`src/rtl/mahal_pkg.sv`:
```
// Shared constants, types and fixed-point helpers for the Mahalanobis outlier detector.
// Depends on nothing; imported by the core, the divider and the checker.
package mahal_pkg;

  localparam int DIM          = 8;
  localparam int MAX_SAMPLES  = 64;
  localparam int STORE_DEPTH  = MAX_SAMPLES * DIM;
  localparam int CNT_W        = $clog2(STORE_DEPTH + 1);
  localparam int SADDR_W      = $clog2(STORE_DEPTH);
  localparam int IDX_W        = (DIM > 1) ? $clog2(DIM) : 1;
  localparam int COL_W        = IDX_W + 1;
  localparam int AUG_ADDR_W   = IDX_W + COL_W;
  localparam int SIDX_W       = (MAX_SAMPLES > 1) ? $clog2(MAX_SAMPLES) : 1;
  localparam int NCNT_W       = SIDX_W + 1;
  localparam int FC_W         = 4;
  localparam int WORD_W       = 32;
  localparam int WIDE_W       = 64;
  localparam int VAL_W        = 16;

  localparam logic [WORD_W-1:0] THRESHOLD_RESET = 32'd196608;
  localparam logic [FC_W-1:0]   FC_RESET        = 4'd4;
  localparam logic [WORD_W-1:0] Q_ONE           = 32'd65536;

  localparam int CFG_IDX_W = 1;
  localparam logic [CFG_IDX_W-1:0] REG_THRESHOLD     = 1'd0;
  localparam logic [CFG_IDX_W-1:0] REG_FEATURE_COUNT = 1'd1;

  typedef enum logic [1:0] {
    STATUS_OK      = 2'd0,
    STATUS_TOO_FEW = 2'd1,
    STATUS_NOT_PD  = 2'd2
  } status_t;

  // Saturate a wide signed value into signed 32 bits.
  function automatic logic signed [WORD_W-1:0] sat32(input logic signed [WIDE_W-1:0] v);
    logic signed [WIDE_W-1:0] hi;
    logic signed [WIDE_W-1:0] lo;
    hi = WIDE_W'(64'sh0000_0000_7FFF_FFFF);
    lo = WIDE_W'(-64'sh0000_0000_8000_0000);
    if (v > hi) begin
      sat32 = 32'sh7FFF_FFFF;
    end else if (v < lo) begin
      sat32 = -32'sh8000_0000;
    end else begin
      sat32 = v[WORD_W-1:0];
    end
  endfunction

  // Divide by 65536 with truncation toward zero.
  function automatic logic signed [WIDE_W-1:0] trunc16(input logic signed [WIDE_W-1:0] v);
    logic signed [WIDE_W-1:0] bias;
    bias = v[WIDE_W-1] ? WIDE_W'(64'sd65535) : '0;
    trunc16 = (v + bias) >>> 16;
  endfunction

endpackage

```
`src/rtl/mahal_div.sv`:
```
// Restoring divider, one quotient bit per cycle, signed dividend and positive divisor.
// Depends on mahal_pkg for widths.
module mahal_div import mahal_pkg::*; (
  input  logic                     clk,
  input  logic                     rst_n,
  input  logic                     start,
  input  logic signed [WIDE_W-1:0] dividend,
  input  logic        [WORD_W-1:0] divisor,
  output logic                     done,
  output logic signed [WIDE_W-1:0] quotient
);

  localparam int STEP_W = $clog2(WIDE_W);

  logic              busy_r;
  logic              done_r;
  logic              neg_r;
  logic [STEP_W-1:0] step_r;
  logic [WORD_W-1:0] rem_r;
  logic [WORD_W-1:0] dvs_r;
  logic [WIDE_W-1:0] q_r;

  logic [WORD_W:0]   rem_sh;
  logic              ge;
  logic [WORD_W:0]   rem_sub;
  logic [WORD_W-1:0] rem_nxt;

  always_comb begin
    rem_sh  = {rem_r, q_r[WIDE_W-1]};
    ge      = rem_sh >= {1'b0, dvs_r};
    rem_sub = rem_sh - {1'b0, dvs_r};
    rem_nxt = ge ? rem_sub[WORD_W-1:0] : rem_sh[WORD_W-1:0];
  end

  always_ff @(posedge clk) begin
    if (!rst_n) begin
      busy_r <= 1'b0;
      done_r <= 1'b0;
      step_r <= '0;
    end else begin
      done_r <= 1'b0;
      if (start) begin
        busy_r <= 1'b1;
        step_r <= '0;
        neg_r  <= dividend[WIDE_W-1];
        q_r    <= dividend[WIDE_W-1] ? WIDE_W'(-dividend) : WIDE_W'(dividend);
        rem_r  <= '0;
        dvs_r  <= divisor;
      end else if (busy_r) begin
        rem_r  <= rem_nxt;
        q_r    <= {q_r[WIDE_W-2:0], ge};
        step_r <= step_r + 1'b1;
        if (step_r == STEP_W'(WIDE_W - 1)) begin
          busy_r <= 1'b0;
          done_r <= 1'b1;
        end
      end
    end
  end

  assign done     = done_r;
  assign quotient = neg_r ? -$signed(q_r) : $signed(q_r);

endmodule

```
`config.mk`:
```
export PLATFORM = sky130hd
export DESIGN_NAME = mahal_div
export DESIGN_NICKNAME = d
export VERILOG_FILES = /design/src/rtl/mahal_pkg.sv /design/src/rtl/mahal_div.sv
export SDC_FILE = /design/constraint.sdc
export NUM_CORES = 1
export LEC_CHECK = 0
export ABC_AREA = 1
export ABC_CLOCK_PERIOD_IN_PS = 4900
export BUFFER_PORTS_ARGS = -buffer_cell sky130_fd_sc_hd__buf_4
export CORE_ASPECT_RATIO = 1.4
export CORE_MARGIN = 3
export CORE_UTILIZATION = 60
export CTS_CLUSTER_SIZE = 14
export DETAILED_ROUTE_END_ITERATION = 16
export GPL_TIMING_DRIVEN = 0
export PLACE_DENSITY = 0.82
export SETUP_SLACK_MARGIN = 0.4
export SLEW_MARGIN = 25
export SYNTH_ARGS = -nofsm -noshare
export SYNTH_HDL_FRONTEND = slang
export SYNTH_SLANG_ARGS = --single-unit
```
`constraint.sdc`:
```
create_clock -name clk -period 4.9 [get_ports clk]
set_clock_uncertainty 0.2 [all_clocks]
set_input_delay 0.49 -clock clk [delete_from_list [all_inputs] [get_ports clk]]
set_output_delay 0.49 -clock clk [all_outputs]
set_load 0.03 [all_outputs]
```
# After elaboration in Yosys (flattened, before gate mapping)
# Index checks and enable logic that the tools add are counted.
[op_classes]
mux = 10
shift = 0
n_reduce_logical = 5
mul = 0
magnitude_cmp = 1
div = 0
n_bitwise = 2
addsub = 4
eq_ne = 1
[op_table]
columns = ["operator", "count"]
rows = [
  ["2-to-1 mux 64 bit", 4],
  ["negator 64 bit", 2],
  ["2-to-1 mux 32 bit", 2],
  ["greater-or-equal comparator 33 x 32 -> 1 bit", 1],
  ["subtractor 32 bit", 1],
  ["adder 6 x 1 -> 6 bit (second input constant)", 1],
  ["equality test 6 bit (second input constant)", 1],
  ["2-to-1 mux 1 bit", 4],
  ["AND reduction 2 bit", 2],
  ["OR reduction 3 bit", 1],
  ["NOT 1 bit", 2],
  ["nonzero test 2 bit", 1],
  ["OR reduction 2 bit", 1],
]
[word_totals]
input_bits = 99
ram_bits = 0
n_memories = 0
out_inout_bits = 65
mem_bits_ro = 0
latch_bits = 0
regBits = 137

# Depth between registers and ports, before layout
[logic_depth]
depth_word = 4
ltp_mapped = 16
depth_no_buf = 16

# Least setup slack after synthesis
# Ideal clock, no wire load.
[synth_timing]
path_type = "input-to-reg"
startpoint = "input port start"
endpoint = "register q_r[0] (enable)"
cell_stages = 4
setup_slack_ns = 1.108
required_ns = 4.243
arrival_time_ns = 3.134
cell_sequence = "clkbuf_1 clkbuf_1 nand2_1 nand2_1"
[synth_via]
elab_chain_cells = 2
[synth_lines]
columns = ["item", "line_no", "text"]
rows = [
  ["start, declared", "mahal_div.sv:6", "input logic start,"],
  ["nonzero test 2 bit (no line)", "--", ""],
  ["AND reduction 2 bit (no line)", "--", ""],
  ["end signal, assigned", "mahal_div.sv:46", "q_r <= dividend[WIDE_W-1] ? WIDE_W'(-dividend) : WIDE_W'(dividend);"],
  ["end signal, assigned", "mahal_div.sv:51", "q_r <= {q_r[WIDE_W-2:0], ge};"],
  ["end, declared", "mahal_div.sv:21", "logic [WIDE_W-1:0] q_r;"],
]
# Every way passes these cells.
# A chain may end at the register's enable or synchronous reset.

# Worst setup path in the final report
[layout_timing]
startpoint = "register q_r[0]"
endpoint = "output port quotient[44]"
[layout_via]
elab_chain_cells = 2
[layout_lines]
columns = ["item", "line_no", "text"]
rows = [
  ["negator 64 bit", "mahal_div.sv:62", "assign quotient = neg_r ? -$signed(q_r) : $signed(q_r);"],
  ["2-to-1 mux 64 bit", "mahal_div.sv:62", ""],
  ["end, declared", "mahal_div.sv:10", "output logic signed [WIDE_W-1:0] quotient"],
]
# Every way passes these cells.

==> qor.csv <==
metric,value,unit
Fillers,1820,
synth top area cells,"edfxtp_1 30%, nand2_1 20%, nor2_1 9.2%, inv_1 9.1%, nand3_1 5.4%",
die span in x,130,µm
R2R cell count,12,
Mapped Nets,2190,
Reg2Reg Setup Slack,1.66,ns
Tot GR Track Use,0.400,
critical path launch point type,flip-flop,
via count,14100,
CP arrival,3.05,ns
Leak Pwr,7.34,nW
Multi-input gate area,7540,µm²
DRT iter0 DRCs,1164,
hold_buf cts,0,
Reg-to-Reg End,rem_r[19]$_SDFFCE_PP0P_,
post-route ant nets,0,
CTS tree,built,
outcome,completed,
initial antenna violation count,1,
async set-reset flop share out of synthesis,0,
Storage cell area,4030,µm²
mapped cell area,13000,µm²
total wire length,46800,µm
period utilization,0.763,
DRC,0,
count of final max-slew check failures,0,
Port Buffers,162,
clk_lat worst skew,0.44,ns
row count,63,
fmax,268,MHz
CP Capture Point,quotient[44],
Ant. Diodes,0,
Hold Slack,0.0224,ns
Ys Warns,0,
critical path type,reg2out,
via/cell ratio,5.62,
Critical Path RT,4.21,ns
CTS Buffer Depth,2,
Synth top area share,0.298,
pre-CTS setup slack,1.72,ns
cell area after layout,15200,µm²
initial core utilization,0.611,
DIE HEIGHT,180,µm
"EDFF count, synth",129,
maximum VDD drop,0.216,mV
Post-DP Area,14600,µm²
Worst-path clk slew,0.06,ns
Final Setup Violations,0,
Final min period,3.74,ns
area growth from synthesis to layout,16.6,%
Final #Nets,2372,
Overflow after GRT,0,
Core ar.,21300,µm²
top cell type by total area after synthesis,edfxtp_1,
pwr dens,302,nW/µm²
I/O pins,164,
layout cells sized above 1,0.129,
dpl hpwl,37600,µm
DIE AREA,23500,µm²
post-CTS setup buffer count,0,
Crit Path Max Fanout,7,
average cell area after synthesis,6.33,µm²
1st-pass router iterations,7,
first-pass GRT wire length,71700,µm
Crit. Startpoint,q_r[0]$_DFFE_PP_,
"Top FF cell, synth",edfxtp_1,
Resized Gates After CTS,0,
Mapped Cells,2055,
largest net degree at the start of global routing,56,
worst min-delay path class,in2reg,
Final Hold Fails,0,
Final WS setup,1.16,ns
register bit total from synthesis,137,
Placer Congestion,1.04,
total CTS buffers,17,
DR WL/cell,18.6,µm
RR Startpoint,rem_r[16]$_SDFFCE_PP0P_,
H-tree lvl count,4,
Max Cap Viol,0,
RSZ-0062 raised after global routing,no,
CP endpoint kind,primary output,
Rel. slew slack,0.404,
synth unique cells,50,
sequential share of the synthesized area,0.310,
CTS Sinks,137,
number of global-route vias before repair,14100,
Slew @ Worst Pin,0.887,ns
Root Driver,clkbuf_16,
[where the power goes]
group	internal [W]	switching, W
clock	0.000759	0.000560
sequential	0.00144	0.0000878
combinational	0.000573	0.00117
[sequential cells by signal, indices dropped and copies added (netlist names)]
register / count
done: 1
rem_r: 32
step_r: 6
neg_r: 1
dvs_r: 32
q_r: 64
busy_r: 1
[synthesized netlist by cell type (all sizes together), types with 2 or more instances]
cell type / number
ha: 35
nand4: 29
a31oi: 3
nor4: 4
buf: 20
xor2: 72
edfxtp: 129
and2: 6
nand3b: 15
clkbuf: 23
o21ai: 101
or2: 7
nor3b: 3
nand2: 698
inv: 320
nor3: 26
o31ai: 2
nand3: 160
xnor2: 20
nor2: 342
a21oi: 22
dfxtp: 8
o211ai: 3
[layout by cell type, fill, tap and decap left out, types with 2 or more instances in the layout]
cell type and n:
nor4_1 4, nand2_2 17, clkbuf_1 23, a31oi_1 3
xnor2_1 20, nand3b_1 15, nand2_1 677, dfxtp_1 8
ha_1 35, nand3_2 18, inv_6 5, inv_2 7
nor3b_1 3, nand3_1 141, clkbuf_16 17, nand4_1 29
a21oi_1 22, buf_6 3, nor2_1 319, and2_1 6
o211ai_1 3, buf_4 167, nor2_4 3, o21ai_0 89
edfxtp_1 129, buf_1 7, bufinv_16 2, clkinv_2 3
buf_2 3, or2_2 6, o31ai_1 2, nor3_1 24
o21ai_2 4, clkinv_4 3, nand2_4 3, xor2_1 72
nor2_2 19, inv_1 313, o21ai_1 7
[worst max-delay path: stages (launching register included)]
cell and delay, ns:
edfxtp_1 0.41, inv_1 0.14, ha_1 0.18, nand3_1 0.20
nor2_1 0.28, nand2_2 0.19, nor2_1 0.18, nand2_1 0.13
o21ai_4 0.24, o21ai_1 0.13, xor2_1 0.30, buf_4 0.22
[kinds of logic (layout without fill, tap and decap cells)]
kind of cell | after synthesis | after routing | synth area share
flops | 137 | 137 | 0.310
compound gates | 134 | 134 | 0.0554
simple gates | 1291 | 1291 | 0.426
buf+inv | 364 | 559 | 0.111
xor+xnor | 92 | 92 | 0.0619
mux | 1 | 1 | 0.000769
fa+ha+maj | 36 | 36 | 0.0352
[layout make-up]
cell class                 instances  share of cell area
multi-input combinational       1554               0.497
sequential                       137               0.266
timing repair buffer             163              0.0820
inverter                         321              0.0794
clock buffer                      17              0.0280
tap                              260              0.0214
buffer                            43              0.0154
clock inverter                    15              0.0108
[metrics by stage]
| stage | util | total power (W) | std cells | TNS [ns] |
|---|---|---|---|---|
| after floorplan | - | 0.00267 | 2055 | 0 |
| after global placement | 0.684 | 0.00320 | 2477 | -17.64 |
| after detailed placement | 0.685 | 0.00323 | 2478 | 0 |
| after CTS | 0.713 | 0.00453 | 2510 | 0 |
| after global routing | 0.713 | 0.00478 | 2510 | 0 |
| final | 0.713 | 0.00458 | 2510 | 0 |
[routing by layer]
| metal | vias to the layer above | part of all wire | GRT usage |
|---|---|---|---|
| li1 | 6827 | - | - |
| met1 | 6334 | 0.33 | 0.394 |
| met2 | 724 | 0.50 | 0.697 |
| met3 | 227 | 0.066 | 0.0706 |
| met4 | 2 | 0.10 | 0.350 |
| met5 | - | 0.00017 | 0 |
[how the worst min path moves through the flow]
stage                      startpoint                  to  slack (ns)  cells after the start
2_1_floorplan  step_r[5]$_SDFFE_PP0P_     done$_SDFF_PP0_        0.25                      2
6_report                   divisor[8]  dvs_r[8]$_DFFE_PP_        0.02                      1
5_1_grt                    divisor[8]  dvs_r[8]$_DFFE_PP_        0.01                      1
3_5_place_dp   step_r[5]$_SDFFE_PP0P_     done$_SDFF_PP0_        0.30                      2
3_3_place_gp   step_r[5]$_SDFFE_PP0P_     done$_SDFF_PP0_        0.27                      2
4_1_cts                    divisor[8]  dvs_r[8]$_DFFE_PP_        0.02                      1
No activity file was read; power rests on OpenSTA's default activity.
